[config.mk]
export PLATFORM = sky130hd
export DESIGN_NAME = calendar_date_arithmetic_core_flat
export DESIGN_NICKNAME = d
export VERILOG_FILES = /design/src/hdl/cda_pkg.sv /design/src/hdl/cda_channels.sv /design/src/hdl/calendar_date_arithmetic_core.sv /design/src/hdl/cda_ctrl.sv /design/src/hdl/cda_datapath.sv /design/src/flat_wrapper.sv
export SDC_FILE = /design/constraint.sdc
export NUM_CORES = 1
export LEC_CHECK = 0
export ABC_AREA = 1
export ABC_CLOCK_PERIOD_IN_PS = 6900
export BUFFER_PORTS_ARGS = -buffer_cell sky130_fd_sc_hd__buf_2
export CAP_MARGIN = 20
export CORE_AREA = 4 4 204 206
export CTS_BUF_LIST = sky130_fd_sc_hd__clkbuf_8
export DETAILED_ROUTE_END_ITERATION = 16
export DIE_AREA = 0 0 208 210
export GPL_ROUTABILITY_DRIVEN = 0
export PLACE_DENSITY = 0.67
export SLEW_MARGIN = 20
export SYNTH_ARGS = -nofsm -noshare
export SYNTH_HDL_FRONTEND = slang
export SYNTH_SLANG_ARGS = --single-unit
[constraint.sdc]
create_clock -name clk_i -period 6.9 [get_ports clk_i]
set_clock_uncertainty 0.15 [all_clocks]
set_input_delay 1.38 -clock clk_i [delete_from_list [all_inputs] [get_ports clk_i]]
set_output_delay 1.38 -clock clk_i [all_outputs]
set_load 0.03 [all_outputs]
[src/hdl/cda_pkg.sv]
// Package for the calendar date arithmetic core: field widths, request codes,
// controller states, command and status bundles and the month tables.
// No dependencies; every other file of the block imports it.
`timescale 1ns / 1ps

package cda_pkg;

  localparam int unsigned YEAR_W   = 14;
  localparam int unsigned MONTH_W  = 4;
  localparam int unsigned MDAY_W   = 5;
  localparam int unsigned OFFSET_W = 21;
  localparam int unsigned SPAN_W   = 22;
  // Day numbers count from January 1 of year 0 and may go negative.
  localparam int unsigned DN_W     = 24;
  // Days before January 1 of a year up to 16383 fit in this width.
  localparam int unsigned BASE_W   = 23;
  localparam int unsigned REM_W    = 9;

  localparam logic [YEAR_W-1:0]    MAX_YEAR = 14'd9999;
  // Day number of 0001-01-01 and of 10000-01-01.
  localparam logic signed [DN_W-1:0] DN_FIRST = 24'sd366;
  localparam logic signed [DN_W-1:0] DN_END   = 24'sd3652425;
  localparam logic [SPAN_W-1:0]    SPAN_MAX = 22'h3FFFFF;

  typedef enum logic [1:0] {
    REQ_ADD  = 2'd0,
    REQ_SUB  = 2'd1,
    REQ_DIFF = 2'd2,
    REQ_CMP  = 2'd3
  } req_type_e;

  typedef enum logic [2:0] {
    ST_IDLE,
    ST_WALK,
    ST_DAYNUM,
    ST_OFFSET,
    ST_FIND,
    ST_MONTH,
    ST_DIFF,
    ST_DONE
  } state_e;

  typedef struct packed {
    logic load;
    logic walk_clr;
    logic walk_step;
    logic use_b;
    logic dn_store;
    logic offset;
    logic month_init;
    logic month_step;
    logic diff_calc;
    logic out_write;
  } cmd_t;

  typedef struct packed {
    req_type_e op;
    logic      at_target;
    logic      oor;
    logic      find_stop;
    logic      month_stop;
  } status_t;

  typedef struct packed {
    logic [1:0]                 req_type;
    logic [YEAR_W-1:0]          in_year;
    logic [MONTH_W-1:0]         in_month;
    logic [MDAY_W-1:0]          in_mday;
    logic signed [OFFSET_W-1:0] day_offset;
    logic [YEAR_W-1:0]          ref_year;
    logic [MONTH_W-1:0]         ref_month;
    logic [MDAY_W-1:0]          ref_mday;
  } req_payload_t;

  typedef struct packed {
    logic [YEAR_W-1:0]  out_year;
    logic [MONTH_W-1:0] out_month;
    logic [MDAY_W-1:0]  out_mday;
    logic [SPAN_W-1:0]  span_days;
    logic               less_than;
    logic               equal_to;
    logic               out_of_range;
  } rsp_payload_t;

  // Length of month m (1 to 12) in a year with the given leap flag.
  function automatic logic [MDAY_W-1:0] month_days(input logic leap,
                                                   input logic [MONTH_W-1:0] m);
    logic [MDAY_W-1:0] len;
    case (m)
      4'd2:                      len = leap ? 5'd29 : 5'd28;
      4'd4, 4'd6, 4'd9, 4'd11:   len = 5'd30;
      default:                   len = 5'd31;
    endcase
    return len;
  endfunction

  // Days in the months before month m. Month 0 counts as January and any
  // month above 12 as December.
  function automatic logic [REM_W-1:0] cum_days(input logic leap,
                                                input logic [MONTH_W-1:0] m);
    logic [REM_W-1:0] days;
    case (m)
      4'd0, 4'd1: days = 9'd0;
      4'd2:       days = 9'd31;
      4'd3:       days = 9'd59;
      4'd4:       days = 9'd90;
      4'd5:       days = 9'd120;
      4'd6:       days = 9'd151;
      4'd7:       days = 9'd181;
      4'd8:       days = 9'd212;
      4'd9:       days = 9'd243;
      4'd10:      days = 9'd273;
      4'd11:      days = 9'd304;
      default:    days = 9'd334;
    endcase
    if (leap && (m > 4'd2)) begin
      days = days + 9'd1;
    end
    return days;
  endfunction

endpackage

[src/hdl/cda_channels.sv]
// Handshake channels of the calendar date arithmetic core: the request
// channel and the result channel, each with valid, ready and payload.
// Depends on cda_pkg for the field widths.
`timescale 1ns / 1ps

interface cda_req_if;
  import cda_pkg::*;

  logic                       valid;
  logic                       ready;
  logic [1:0]                 req_type;
  logic [YEAR_W-1:0]          in_year;
  logic [MONTH_W-1:0]         in_month;
  logic [MDAY_W-1:0]          in_mday;
  logic signed [OFFSET_W-1:0] day_offset;
  logic [YEAR_W-1:0]          ref_year;
  logic [MONTH_W-1:0]         ref_month;
  logic [MDAY_W-1:0]          ref_mday;

  modport source (
    output valid, req_type, in_year, in_month, in_mday, day_offset,
           ref_year, ref_month, ref_mday,
    input  ready
  );

  modport sink (
    input  valid, req_type, in_year, in_month, in_mday, day_offset,
           ref_year, ref_month, ref_mday,
    output ready
  );
endinterface

interface cda_rsp_if;
  import cda_pkg::*;

  logic               valid;
  logic               ready;
  logic [YEAR_W-1:0]  out_year;
  logic [MONTH_W-1:0] out_month;
  logic [MDAY_W-1:0]  out_mday;
  logic [SPAN_W-1:0]  span_days;
  logic               less_than;
  logic               equal_to;
  logic               out_of_range;

  modport source (
    output valid, out_year, out_month, out_mday, span_days, less_than,
           equal_to, out_of_range,
    input  ready
  );

  modport sink (
    input  valid, out_year, out_month, out_mday, span_days, less_than,
           equal_to, out_of_range,
    output ready
  );
endinterface

[src/hdl/calendar_date_arithmetic_core.sv]
// Top level of the calendar date arithmetic core: Gregorian add, subtract,
// day difference and compare on one request channel and one result channel.
// Depends on cda_pkg, cda_channels, cda_ctrl and cda_datapath.
//
// Usage: a request item on req_i carries the operation code, the primary
// date, a signed day offset and a second date. Each request gives exactly
// one result item on rsp_o. Both channels move an item on a rising clock
// edge at which valid and ready are both high.
// Operation: the date is turned into a day number by walking one year per
// clock from year 0, and an add or subtract result is turned back into a
// date the same way, then one month per clock. A compare needs no walk; a
// difference walks both of its dates, the primary one first.
// Throughput: one request at a time; req_i.ready is high only while the
// core is idle. A finished result waits in the output register while the
// receiver stalls; the core then takes the next request and stalls only at
// the point of writing its result until the register is free.
// Reset is asynchronous and active low; it empties the core, drops the
// result valid and leaves the core ready at once.
`timescale 1ns / 1ps

module calendar_date_arithmetic_core (
  input  logic     clk_i,
  input  logic     rst_ni,
  cda_req_if.sink  req_i,
  cda_rsp_if.source rsp_o
);
  import cda_pkg::*;

  req_payload_t req_payload;
  rsp_payload_t rsp_payload;
  cmd_t         cmd;
  status_t      status;
  logic         req_ready;
  logic         rsp_valid;

  // Gather the request fields into one bundle for the datapath.
  assign req_payload.req_type   = req_i.req_type;
  assign req_payload.in_year    = req_i.in_year;
  assign req_payload.in_month   = req_i.in_month;
  assign req_payload.in_mday    = req_i.in_mday;
  assign req_payload.day_offset = req_i.day_offset;
  assign req_payload.ref_year   = req_i.ref_year;
  assign req_payload.ref_month  = req_i.ref_month;
  assign req_payload.ref_mday   = req_i.ref_mday;

  // The controller sequences the walks and owns both handshakes.
  cda_ctrl u_ctrl (
    .clk_i       (clk_i),
    .rst_ni      (rst_ni),
    .req_valid_i (req_i.valid),
    .req_type_i  (req_i.req_type),
    .req_ready_o (req_ready),
    .rsp_ready_i (rsp_o.ready),
    .rsp_valid_o (rsp_valid),
    .status_i    (status),
    .cmd_o       (cmd)
  );

  // The datapath holds the request, the walkers and the result register.
  cda_datapath u_datapath (
    .clk_i    (clk_i),
    .req_i    (req_payload),
    .cmd_i    (cmd),
    .status_o (status),
    .rsp_o    (rsp_payload)
  );

  assign req_i.ready = req_ready;

  // The result register drives the result channel directly.
  assign rsp_o.valid        = rsp_valid;
  assign rsp_o.out_year     = rsp_payload.out_year;
  assign rsp_o.out_month    = rsp_payload.out_month;
  assign rsp_o.out_mday     = rsp_payload.out_mday;
  assign rsp_o.span_days    = rsp_payload.span_days;
  assign rsp_o.less_than    = rsp_payload.less_than;
  assign rsp_o.equal_to     = rsp_payload.equal_to;
  assign rsp_o.out_of_range = rsp_payload.out_of_range;

endmodule

[src/hdl/cda_ctrl.sv]
// Sequencer of the calendar date arithmetic core: walks the year and month
// loops of the datapath and owns both handshakes.
// Depends on cda_pkg.
`timescale 1ns / 1ps

module cda_ctrl (
  input  logic               clk_i,
  input  logic               rst_ni,
  input  logic               req_valid_i,
  input  logic [1:0]         req_type_i,
  output logic               req_ready_o,
  input  logic               rsp_ready_i,
  output logic               rsp_valid_o,
  input  cda_pkg::status_t   status_i,
  output cda_pkg::cmd_t      cmd_o
);
  import cda_pkg::*;

  state_e state_q, state_d;
  logic   pass_b_q, pass_b_d;
  logic   rsp_valid_q, rsp_valid_d;
  logic   accept;
  logic   out_free;
  cmd_t   cmd;

  assign accept   = req_valid_i && (state_q == ST_IDLE);
  assign out_free = !rsp_valid_q || rsp_ready_i;

  // Next state.
  always_comb begin
    state_d = state_q;
    case (state_q)
      ST_IDLE: begin
        if (req_valid_i) begin
          state_d = (req_type_i == REQ_CMP) ? ST_DONE : ST_WALK;
        end
      end
      ST_WALK: begin
        if (status_i.at_target) begin
          state_d = ST_DAYNUM;
        end
      end
      ST_DAYNUM: begin
        if (pass_b_q) begin
          state_d = ST_DIFF;
        end else if (status_i.op == REQ_DIFF) begin
          state_d = ST_WALK;
        end else begin
          state_d = ST_OFFSET;
        end
      end
      ST_OFFSET: state_d = ST_FIND;
      ST_FIND: begin
        if (status_i.oor) begin
          state_d = ST_DONE;
        end else if (status_i.find_stop) begin
          state_d = ST_MONTH;
        end
      end
      ST_MONTH: begin
        if (status_i.month_stop) begin
          state_d = ST_DONE;
        end
      end
      ST_DIFF: state_d = ST_DONE;
      ST_DONE: begin
        if (out_free) begin
          state_d = ST_IDLE;
        end
      end
      default: state_d = ST_IDLE;
    endcase
  end

  // Commands to the datapath.
  always_comb begin
    cmd       = '0;
    cmd.use_b = pass_b_q;
    case (state_q)
      ST_IDLE: begin
        cmd.load     = accept;
        cmd.walk_clr = accept;
      end
      ST_WALK: begin
        cmd.walk_step = !status_i.at_target;
      end
      ST_DAYNUM: begin
        cmd.dn_store = 1'b1;
        cmd.walk_clr = !pass_b_q && (status_i.op == REQ_DIFF);
      end
      ST_OFFSET: begin
        cmd.offset   = 1'b1;
        cmd.walk_clr = 1'b1;
      end
      ST_FIND: begin
        cmd.month_init = !status_i.oor && status_i.find_stop;
        cmd.walk_step  = !status_i.oor && !status_i.find_stop;
      end
      ST_MONTH: begin
        cmd.month_step = !status_i.month_stop;
      end
      ST_DIFF: begin
        cmd.diff_calc = 1'b1;
      end
      ST_DONE: begin
        cmd.out_write = out_free;
      end
      default: begin
        cmd = '0;
      end
    endcase
  end

  always_comb begin
    pass_b_d = pass_b_q;
    if (cmd.load) begin
      pass_b_d = 1'b0;
    end else if (cmd.dn_store && cmd.walk_clr) begin
      pass_b_d = 1'b1;
    end
  end

  always_comb begin
    rsp_valid_d = rsp_valid_q;
    if (cmd.out_write) begin
      rsp_valid_d = 1'b1;
    end else if (rsp_ready_i) begin
      rsp_valid_d = 1'b0;
    end
  end

  always_ff @(posedge clk_i or negedge rst_ni) begin
    if (!rst_ni) begin
      state_q     <= ST_IDLE;
      pass_b_q    <= 1'b0;
      rsp_valid_q <= 1'b0;
    end else begin
      state_q     <= state_d;
      pass_b_q    <= pass_b_d;
      rsp_valid_q <= rsp_valid_d;
    end
  end

  assign req_ready_o = (state_q == ST_IDLE);
  assign rsp_valid_o = rsp_valid_q;
  assign cmd_o       = cmd;

endmodule

[src/hdl/cda_datapath.sv]
// Datapath of the calendar date arithmetic core: request registers, the
// year walker with its leap-year counters, the month walker and the result
// register. Depends on cda_pkg.
`timescale 1ns / 1ps

module cda_datapath (
  input  logic                  clk_i,
  input  cda_pkg::req_payload_t req_i,
  input  cda_pkg::cmd_t         cmd_i,
  output cda_pkg::status_t      status_o,
  output cda_pkg::rsp_payload_t rsp_o
);
  import cda_pkg::*;

  req_payload_t req_q;

  // Year walker: year, days before its January 1, and the year modulo
  // 4, 100 and 400.
  logic [YEAR_W-1:0] yy_q;
  logic [BASE_W-1:0] base_q;
  logic [1:0]        c4_q;
  logic [6:0]        c100_q;
  logic [8:0]        c400_q;

  logic [DN_W-1:0]   dn_a_q, dn_b_q, dn_res_q;
  logic              oor_q;
  logic [REM_W-1:0]  rem_q;
  logic [MONTH_W-1:0] mm_q;
  logic [BASE_W-1:0] diff_q;
  rsp_payload_t      rsp_q, rsp_d;

  logic               leap;
  logic [REM_W-1:0]   ylen;
  logic [YEAR_W-1:0]  target;
  logic [MONTH_W-1:0] sel_month;
  logic [MDAY_W-1:0]  sel_mday;
  logic [DN_W-1:0]    dn_new;
  logic [DN_W-1:0]    off_ext;
  logic [DN_W-1:0]    off_eff;
  logic [DN_W-1:0]    dn_sum;
  logic [DN_W-1:0]    next_end;
  logic [MDAY_W-1:0]  mlen;
  logic [DN_W-1:0]    delta;
  logic               less;
  req_type_e          op;

  assign op   = req_type_e'(req_q.req_type);
  assign leap = (c4_q == 2'd0) && ((c100_q != 7'd0) || (c400_q == 9'd0));
  assign ylen = leap ? 9'd366 : 9'd365;

  assign target    = cmd_i.use_b ? req_q.ref_year  : req_q.in_year;
  assign sel_month = cmd_i.use_b ? req_q.ref_month : req_q.in_month;
  assign sel_mday  = cmd_i.use_b ? req_q.ref_mday  : req_q.in_mday;

  // Day number of the selected date once the walker stands at its year.
  assign dn_new = {1'b0, base_q} + DN_W'(cum_days(leap, sel_month))
                + DN_W'(sel_mday) - DN_W'(1);

  assign off_ext = {{(DN_W - OFFSET_W){req_q.day_offset[OFFSET_W-1]}}, req_q.day_offset};
  assign off_eff = (op == REQ_SUB) ? (DN_W'(0) - off_ext) : off_ext;
  assign dn_sum  = dn_a_q + off_eff;

  assign next_end = {1'b0, base_q} + DN_W'(ylen);
  assign mlen     = month_days(leap, mm_q);
  assign delta    = dn_a_q - dn_b_q;

  always_comb begin
    if (req_q.in_year != req_q.ref_year) begin
      less = req_q.in_year < req_q.ref_year;
    end else if (req_q.in_month != req_q.ref_month) begin
      less = req_q.in_month < req_q.ref_month;
    end else begin
      less = req_q.in_mday < req_q.ref_mday;
    end
  end

  // Result of the finished request; fields that the operation does not use
  // stay zero.
  always_comb begin
    rsp_d = '0;
    case (op)
      REQ_ADD, REQ_SUB: begin
        if (oor_q) begin
          rsp_d.out_year     = req_q.in_year;
          rsp_d.out_month    = req_q.in_month;
          rsp_d.out_mday     = req_q.in_mday;
          rsp_d.out_of_range = 1'b1;
        end else begin
          rsp_d.out_year  = yy_q;
          rsp_d.out_month = mm_q;
          rsp_d.out_mday  = MDAY_W'(rem_q) + MDAY_W'(1);
        end
      end
      REQ_DIFF: begin
        rsp_d.span_days = diff_q[BASE_W-1] ? SPAN_MAX : diff_q[SPAN_W-1:0];
      end
      REQ_CMP: begin
        rsp_d.less_than = less;
        rsp_d.equal_to  = (req_q.in_year == req_q.ref_year)
                       && (req_q.in_month == req_q.ref_month)
                       && (req_q.in_mday == req_q.ref_mday);
      end
      default: begin
        rsp_d = '0;
      end
    endcase
  end

  always_ff @(posedge clk_i) begin
    if (cmd_i.load) begin
      req_q <= req_i;
    end

    if (cmd_i.walk_clr) begin
      yy_q   <= '0;
      base_q <= '0;
      c4_q   <= '0;
      c100_q <= '0;
      c400_q <= '0;
    end else if (cmd_i.walk_step) begin
      yy_q   <= yy_q + YEAR_W'(1);
      base_q <= base_q + BASE_W'(ylen);
      c4_q   <= c4_q + 2'd1;
      c100_q <= (c100_q == 7'd99)  ? 7'd0 : c100_q + 7'd1;
      c400_q <= (c400_q == 9'd399) ? 9'd0 : c400_q + 9'd1;
    end

    if (cmd_i.dn_store) begin
      if (cmd_i.use_b) begin
        dn_b_q <= dn_new;
      end else begin
        dn_a_q <= dn_new;
      end
    end

    if (cmd_i.offset) begin
      dn_res_q <= dn_sum;
      oor_q    <= ($signed(dn_sum) < DN_FIRST) || ($signed(dn_sum) >= DN_END);
    end

    // The day within the found year is below 366, so the low bits suffice.
    if (cmd_i.month_init) begin
      rem_q <= dn_res_q[REM_W-1:0] - base_q[REM_W-1:0];
      mm_q  <= MONTH_W'(1);
    end else if (cmd_i.month_step) begin
      rem_q <= rem_q - REM_W'(mlen);
      mm_q  <= mm_q + MONTH_W'(1);
    end

    if (cmd_i.diff_calc) begin
      diff_q <= delta[DN_W-1] ? BASE_W'(DN_W'(0) - delta) : delta[BASE_W-1:0];
    end

    if (cmd_i.out_write) begin
      rsp_q <= rsp_d;
    end
  end

  assign status_o.op         = op;
  assign status_o.at_target  = (yy_q == target);
  assign status_o.oor        = oor_q;
  assign status_o.find_stop  = (yy_q == MAX_YEAR) || (next_end > dn_res_q);
  assign status_o.month_stop = (mm_q == MONTH_W'(12)) || (rem_q < REM_W'(mlen));
  assign rsp_o               = rsp_q;

endmodule

[src/flat_wrapper.sv]
// flat-port wrapper written by rule: the top's interface ports become plain ports
module calendar_date_arithmetic_core_flat import cda_pkg::*;
  (clk_i, rst_ni, req_i_valid, req_i_req_type, req_i_in_year, req_i_in_month, req_i_in_mday, req_i_day_offset, req_i_ref_year, req_i_ref_month, req_i_ref_mday, req_i_ready, rsp_o_valid, rsp_o_out_year, rsp_o_out_month, rsp_o_out_mday, rsp_o_span_days, rsp_o_less_than, rsp_o_equal_to, rsp_o_out_of_range, rsp_o_ready);
  cda_req_if req_i_i ();
  cda_rsp_if rsp_o_i ();
  input  logic clk_i;
  input  logic rst_ni;
  input wire logic [$bits(req_i_i.valid)-1:0] req_i_valid;
  input wire logic [$bits(req_i_i.req_type)-1:0] req_i_req_type;
  input wire logic [$bits(req_i_i.in_year)-1:0] req_i_in_year;
  input wire logic [$bits(req_i_i.in_month)-1:0] req_i_in_month;
  input wire logic [$bits(req_i_i.in_mday)-1:0] req_i_in_mday;
  input wire logic [$bits(req_i_i.day_offset)-1:0] req_i_day_offset;
  input wire logic [$bits(req_i_i.ref_year)-1:0] req_i_ref_year;
  input wire logic [$bits(req_i_i.ref_month)-1:0] req_i_ref_month;
  input wire logic [$bits(req_i_i.ref_mday)-1:0] req_i_ref_mday;
  output wire logic [$bits(req_i_i.ready)-1:0] req_i_ready;
  output wire logic [$bits(rsp_o_i.valid)-1:0] rsp_o_valid;
  output wire logic [$bits(rsp_o_i.out_year)-1:0] rsp_o_out_year;
  output wire logic [$bits(rsp_o_i.out_month)-1:0] rsp_o_out_month;
  output wire logic [$bits(rsp_o_i.out_mday)-1:0] rsp_o_out_mday;
  output wire logic [$bits(rsp_o_i.span_days)-1:0] rsp_o_span_days;
  output wire logic [$bits(rsp_o_i.less_than)-1:0] rsp_o_less_than;
  output wire logic [$bits(rsp_o_i.equal_to)-1:0] rsp_o_equal_to;
  output wire logic [$bits(rsp_o_i.out_of_range)-1:0] rsp_o_out_of_range;
  input wire logic [$bits(rsp_o_i.ready)-1:0] rsp_o_ready;
  assign req_i_i.valid = req_i_valid;
  assign req_i_i.req_type = req_i_req_type;
  assign req_i_i.in_year = req_i_in_year;
  assign req_i_i.in_month = req_i_in_month;
  assign req_i_i.in_mday = req_i_in_mday;
  assign req_i_i.day_offset = req_i_day_offset;
  assign req_i_i.ref_year = req_i_ref_year;
  assign req_i_i.ref_month = req_i_ref_month;
  assign req_i_i.ref_mday = req_i_ref_mday;
  assign req_i_ready = req_i_i.ready;
  assign rsp_o_valid = rsp_o_i.valid;
  assign rsp_o_out_year = rsp_o_i.out_year;
  assign rsp_o_out_month = rsp_o_i.out_month;
  assign rsp_o_out_mday = rsp_o_i.out_mday;
  assign rsp_o_span_days = rsp_o_i.span_days;
  assign rsp_o_less_than = rsp_o_i.less_than;
  assign rsp_o_equal_to = rsp_o_i.equal_to;
  assign rsp_o_out_of_range = rsp_o_i.out_of_range;
  assign rsp_o_i.ready = rsp_o_ready;
  calendar_date_arithmetic_core u_core (.clk_i(clk_i), .rst_ni(rst_ni), .req_i(req_i_i), .rsp_o(rsp_o_i));
endmodule
==> results of run 1 <==
[worst min-delay path, stage by stage, from the launching register on]
cell     delay, ns
dfxtp_1       0.33
nand3_1       0.08
a21oi_1       0.06
[final cells by class]
cell class                      instances  area, um^2  share of cell area (%)
Inverter                              411        1543                   7.065
Timing Repair Buffer                  134       704.4                   3.226
Multi-Input combinational cell       1717        9967                   45.65
Sequential cell                       286        7973                   36.51
Tap cell                              525       656.9                   3.008
Clock inverter                         40       289.0                   1.324
Clock buffer                           51       701.9                   3.215
[cell usage in the layout (no fill, tap or decap), drive strengths merged, types with 2 or more instances in the layout]
cell / Yosys / routed
a211oi: 18 / 18
a21o: 5 / 5
a21oi: 134 / 134
a22oi: 2 / 2
a31oi: 2 / 2
and2: 4 / 4
and3: 2 / 2
buf: 20 / 134
bufinv: 0 / 4
clkbuf: 22 / 51
clkinv: 2 / 21
dfrtp: 5 / 5
dfxtp: 59 / 59
edfxtp: 222 / 222
fa: 10 / 10
ha: 190 / 190
inv: 409 / 425
nand2: 547 / 547
nand3: 146 / 146
nand3b: 8 / 8
nand4: 37 / 37
nor2: 281 / 281
nor3: 33 / 33
nor3b: 3 / 3
nor4: 7 / 7
o211ai: 6 / 6
o21a: 4 / 4
o21ai: 115 / 115
o21bai: 8 / 8
o31ai: 4 / 4
or2: 6 / 6
xnor2: 29 / 29
xor2: 107 / 107
[synthesized netlist by cell type (5+ instances only)]
| library cell | instances | share of area, % |
|---|---|---|
| nand2_1 | 542 | 10 |
| inv_1 | 402 | 7.7 |
| nor2_1 | 275 | 5.2 |
| edfxtp_1 | 222 | 34 |
| ha_1 | 190 | 12 |
| nand3_1 | 146 | 3.7 |
| a21oi_1 | 133 | 3.4 |
| o21ai_0 | 112 | 2.8 |
| xor2_1 | 106 | 4.7 |
| dfxtp_1 | 59 | 6.0 |
| nand4_1 | 37 | 1.2 |
| nor3_1 | 33 | 0.84 |
| xnor2_1 | 29 | 1.3 |
| clkbuf_1 | 22 | 0.42 |
| a211oi_1 | 18 | 0.69 |
| fa_1 | 10 | 1.0 |
| o21bai_1 | 8 | 0.31 |
| buf_2 | 7 | 0.18 |
| buf_4 | 7 | 0.27 |
| inv_2 | 7 | 0.13 |
| nand3b_1 | 7 | 0.27 |
| nor4_1 | 7 | 0.22 |
| nor2_2 | 6 | 0.19 |
| o211ai_1 | 6 | 0.23 |
| a21o_1 | 5 | 0.19 |
| dfrtp_1 | 5 | 0.64 |
| nand2_2 | 5 | 0.16 |
| or2_2 | 5 | 0.16 |
[cell families after synthesis]
group	after synthesis
simple gates	1076
buf+inv	453
compound gates	304
flops	286
fa+ha+maj	200
xor+xnor	136
mux	1
[routing by layer]
| metal | global-route usage, % | share of wire [%] |
|---|---|---|
| met5 | 0 | 0 |
| met4 | 6.682 | 2.6 |
| met3 | 3.215 | 5.5 |
| met2 | 36.09 | 47 |
| met1 | 29.20 | 45 |
[worst max path at each step]
| stage | startpoint | end |
|---|---|---|
| 2_1_floorplan | u_core.u_ctrl.pass_b_q | u_core.u_datapath.dn_a_q[17] |
| 3_3_place_gp | u_core.u_ctrl.pass_b_q | u_core.u_datapath.dn_b_q[20] |
| 3_5_place_dp | u_core.u_ctrl.pass_b_q | u_core.u_datapath.dn_b_q[20] |
| 4_1_cts | u_core.u_ctrl.pass_b_q | u_core.u_datapath.dn_a_q[17] |
| 5_1_grt | u_core.u_ctrl.pass_b_q | u_core.u_datapath.dn_b_q[17] |
| 6_report | u_core.u_ctrl.pass_b_q | u_core.u_datapath.dn_a_q[20] |
[stage by stage]
stage / worst slack, ns / hold WS [ns] / area (um^2) / std cells
after floorplan: 2.190 / 0.3248 / 19680 / 2456
after global placement: 1.344 / 0.3413 / 20830 / 3072
after detailed placement: 1.170 / 0.3592 / 20840 / 3073
after CTS: 1.172 / 0.3675 / 21830 / 3164
after global routing: 0.6540 / 0.3918 / 21830 / 3164
final: 1.076 / 0.3726 / 21830 / 3164
[registers in the layout (all words and copies together), names as in the netlist, 2 cells and up]
| register | cells |
|---|---|
| u_core.u_datapath.rsp_o | 48 |
| u_core.u_datapath.req_q | 46 |
| u_core.u_datapath.dn_a_q | 24 |
| u_core.u_datapath.dn_b_q | 24 |
| u_core.u_datapath.dn_res_q | 24 |
| u_core.u_datapath.base_q | 23 |
| u_core.u_datapath.diff_q | 23 |
| u_core.u_datapath.off_ext | 21 |
| u_core.u_datapath.yy_q | 14 |
| u_core.u_datapath.c400_q | 9 |
| u_core.u_datapath.rem_q | 9 |
| u_core.u_datapath.c100_q | 7 |
| u_core.u_datapath.mm_q | 4 |
| u_core.u_ctrl.state_q | 3 |
| u_core.u_datapath.c4_q | 2 |
| u_core.u_datapath.op | 2 |
==> metrics.csv, run 1 <==
metric,value,unit
Hold Crit Depth,2,
DIE AREA,43680,um^2
asr flop ratio synth,1.748,%
post-route ant nets,0,
via/cell ratio,5.198,
CTS tree,done,
Synth Area in Compound Gates,8.468,%
H-tree depth,2,
vias post-DR,16447,
adder-cell share of the synthesized area,13.10,%
Ys Warns,0,
maximum clock rate,171.7,MHz
Synth Area in Simple Gates,22.79,%
Core Area,39640,um^2
CP top delay family,compound AO/OA/AOI/OAI gates,
synthesized flop and latch total,286,
Detailed Place HPWL,38180,um
delay of the slowest critical-path stage,0.86,ns
FP Rows,73,
XOR/XNOR Fraction of Synth Area,6.148,%
clock slew at reported path FFs,0.06,ns
critical path depth in cells,23,
CP max FO,20,
FF-to-FF End,u_core.u_datapath.dn_a_q[20],
first-pass GRT wire length,78210,um
CTS Sinks,286,
Fillers,3650,
post-synthesis cell count,2456,
unique cell type count in the Yosys netlist,52,
setup TNS,0,ns
multiplexer share of the synthesized area,0.05086,%
worst-margin pin slew,0.9691,ns
CTS Buffer Depth,3,
fin crit period,5.824,ns
"EDFF count, synth",222,
Ant. Diodes,0,
initial core utilization,49.65,%
max-capacitance violation count,0,
Post-CTS Setup Bufs,0,
Startpoint Class,flop,
Synthesized Nets,2729,
synthesized cell area,19680,um^2
cts repair resizes,0,
drt wl/cell,15.11,um
initial antenna violation count,0,
CP Capture Type,flop,
hold path start,u_core.u_datapath.yy_q[11],
Rel. slew slack,34.71,%
Most used DFF post-synth,edfxtp_1,
Syn Area/Cell,8.013,um^2
post-synthesis sequential area ratio,40.51,%
Crit Path Class,reg2reg,
CP cell instances,"o21ai_0, inv_1, ha_1, nand2_1, a21oi_1, nor2_2, nand4_1, o31ai_1, inv_1, ha_1, inv_1, ha_1, ha_1, a21oi_1, o21ai_0, nand2_1, nand2_1, o21bai_1, a21oi_1, o21ai_0, nand3_1, nand3_1, nand2_1",
GR Overflow Total,0,
"Max stage delay cell, worst path",o21ai_0,
PortBufs,122,
nets,2873,
vias in the first global route,15670,
Slew Limit Fails,0,
Clock Tree Root,clkbuf_8,
Reg2Reg Depth,23,
Tightest Hold Check Type,reg2reg,
fin util,55.08,%
CP Buf/Inv Count,3,
Fin. Hold Viols,0,
GRT Total Usage,21.55,%
Die X,208,um
unrepaired setup endpoints after global routing,no,
end of the worst hold path,u_core.u_datapath.yy_q[11],
CTS Buf Count,50,
area delta synth->final,10.95,%
share of post-route cells with drive strength above 1,8.905,%
largest family of logic cells by synthesized area,simple AND/OR/NAND/NOR gates,
Post-Route WL,47820,um
Reg2Reg Setup Slack,1.08,ns
WP data arrival,6.03,ns
CP Data Required Time,7.11,ns
Post-route DRC,0,
status,"finished, final reports clean",
hold_buf cts,0,
final setup vio count,0,
Tcrit/Tclk final,84.40,%
Initial DRC Count,1079,
Die H,210,um
Pre-Repair DR Iteration Count,7,
RR Startpoint,u_core.u_ctrl.pass_b_q,
Worst-Skew Late Latency,0.62,ns
I/O pin count,123,
pin count of the biggest net entering global routing,59,
Power of run 1 is not shown: default switching activity piles up to over one toggle a cycle in this logic, so the estimate is an artifact.
==> inputs of run 2 (changes only) <==
ABC_CLOCK_PERIOD_IN_PS = 5320   (was 6900)
PLACE_DENSITY = 0.7   (was 0.67)
clock period = 5.32 ns   (was 6.9 ns; I/O delays follow)
==> run 2 against run 1 <==
  * Die area unchanged
  * Cell count grew 0.22%
  * Hold slack got worse by 0.27 ns
  * Cell area up 0.24%
  * Global-route usage decreased by 0.22 points
  * Routed wire length up 0.13%
==> metrics.csv, run 2 (same netlist as run 1, synthesis figures left out) <==
metric,value,unit,change
delay of the slowest critical-path stage,0.38,ns,was 0.86 ns
unrepaired setup endpoints after global routing,yes,,was no
Detailed Place HPWL,38070,um,"was 38,180 um"
CTS tree,done,,unchanged
worst-margin pin slew,0.9949,ns,was 0.9691 ns
CP most frequent cell,nand2_1,,
"commonest cells after routing, fill and taps aside","540 x nand2_1, 418 x inv_1, 269 x nor2_1",,"was 542 x nand2_1, 415 x inv_1, 270 x nor2_1"
fin crit period,4.947,ns,was 5.824 ns
RR Startpoint,u_core.u_datapath.c400_q[4],,was u_core.u_ctrl.pass_b_q
area delta synth->final,11.21,%,was 10.95%
H-tree depth,2,,unchanged
"Max stage delay cell, worst path",fa_2,,was o21ai_0
pin count of the biggest net entering global routing,49,,was 59
status,"finished, final reports clean",,unchanged
Hold WS,0.1062,ns,was 0.3726 ns
Post-Route WL,47880,um,"was 47,820 um"
Die X,208,um,unchanged
initial core utilization,49.65,%,unchanged
I/O pin count,123,,unchanged
Fin. Hold Viols,0,,unchanged
maximum clock rate,202.1,MHz,was 171.7 MHz
Ant. Diodes,0,,unchanged
"commonest non-fill, non-tap cell in the layout",nand2_1,,unchanged
Worst-Skew Late Latency,0.62,ns,about the same
Reg2Reg Depth,30,,was 23
first-pass GRT wire length,77510,um,"was 78,210 um"
Crit Path Class,reg2reg,,unchanged
Rel. slew slack,33.06,%,was 34.71%
GR Overflow Total,0,,unchanged
post-route ant nets,0,,unchanged
CP startpoint,u_core.u_datapath.c400_q[4],,was u_core.u_ctrl.pass_b_q
Clock Tree Root,clkbuf_8,,unchanged
FP Rows,73,,unchanged
fin cells,3171,,"was 3,164"
DIE AREA,43680,um^2,unchanged
WP data arrival,5.21,ns,was 6.03 ns
CP Data Required Time,5.59,ns,was 7.11 ns
final setup vio count,0,,unchanged
max reg flops,48,,unchanged
Inst Count DP,3080,,"was 3,073"
vias post-DR,16603,,"was 16,447"
CTS Sinks,286,,unchanged
drt wl/cell,15.10,um,was 15.11 um
Tightest Hold Check Type,in2async,,was reg2reg
CP top delay family,simple AND/OR/NAND/NOR gates,,was compound AO/OA/AOI/OAI gates
CTS Buf Count,48,,was 50
initial antenna violation count,0,,unchanged
CP Capture Type,flop,,unchanged
CTS Buffer Depth,3,,unchanged
PortBufs,122,,unchanged
Startpoint Class,flop,,unchanged
Fillers,3643,,"was 3,650"
Tcrit/Tclk final,92.99,%,was 84.40%
CP max FO,16,,was 20
Initial DRC Count,1331,,"was 1,079"
Pre-Repair DR Iteration Count,6,,was 7
max-capacitance violation count,0,,unchanged
via/cell ratio,5.236,,was 5.198
share of post-route cells with drive strength above 1,9.373,%,was 8.905%
critical path depth in cells,30,,was 23
Post-route DRC,0,,unchanged
GRT Total Usage,21.33,%,was 21.55%
clock slew at reported path FFs,0.06,ns,about the same
nets,2880,,"was 2,873"
vias in the first global route,15583,,"was 15,670"
Slew Limit Fails,0,,unchanged
Core Area,39640,um^2,unchanged
CP Buf/Inv Count,2,,was 3
Die H,210,um,unchanged
==> run 2: repair_timing <==
item,in CTS,in global routing
pin swaps,0,3
buffers inserted,0,2
gates cloned,0,0
hold buffers,0,0
setup endpoints to repair,37,87
resized for setup,1,21
==> run 2: through the flow <==
stage / util (%) / instance area (um^2) / TNS, ns / setup slack [ns]
floorplan: - / 19680 / 0 / 0.6104
global placement: 52.74 / 20910 / 0 / 0.1583
detailed placement: 52.74 / 20910 / -0.3012 / -0.04771
CTS: 55.03 / 21820 / 0 / 0.008448
global route: 55.21 / 21890 / -0.01036 / -0.01036
finish: 55.21 / 21890 / 0 / 0.3728
==> run 2: layout make-up <==
cell class	instances	area [um^2]	share of cell area (%)
Inverter	411	1545	7.060
Timing Repair Buffer	143	795.8	3.636
Clock buffer	50	688.2	3.144
Tap cell	525	656.9	3.001
Multi-Input combinational cell	1717	10010	45.74
Sequential cell	286	7973	36.43
Clock inverter	39	217.7	0.9947
==> run 2: routing by layer <==
layer / GRT usage, % / share of wire [%] / vias to the layer above
li1: - / - / 8339
met1: 29.95 / 46 / 7673
met2: 34.09 / 45 / 499
met3: 4.123 / 6.3 / 92
met4: 5.980 / 2.5 / 0
met5: 0 / 0 / -
==> run 2: worst reg2reg max path: cells and delay by family, from the launching register on <==
family	cells	cell delay, ns
buffers and inverters	2	0.26
xor gates and xnor gates	1	0.09
AOI/OAI and AO/OA	2	0.41
adders and majority gates	3	0.88
DFF	1	0.35
and+or+nand+nor	22	2.59
==> run 2: path summary, 6_finish.rpt <==
kind / end / slack, ns
max: u_core.u_datapath.rem_q[2] / 0.37
min: u_core.u_ctrl.state_q[0] / 0.11
max reg2reg: u_core.u_datapath.rem_q[2] / 0.37
min reg2reg: u_core.u_datapath.c4_q[1] / 0.37
max in group asynchronous: u_core.u_ctrl.pass_b_q / 4.77
min in group clk_i: u_core.u_datapath.c4_q[1] / 0.37
Power of run 2 is left out for the same reason.
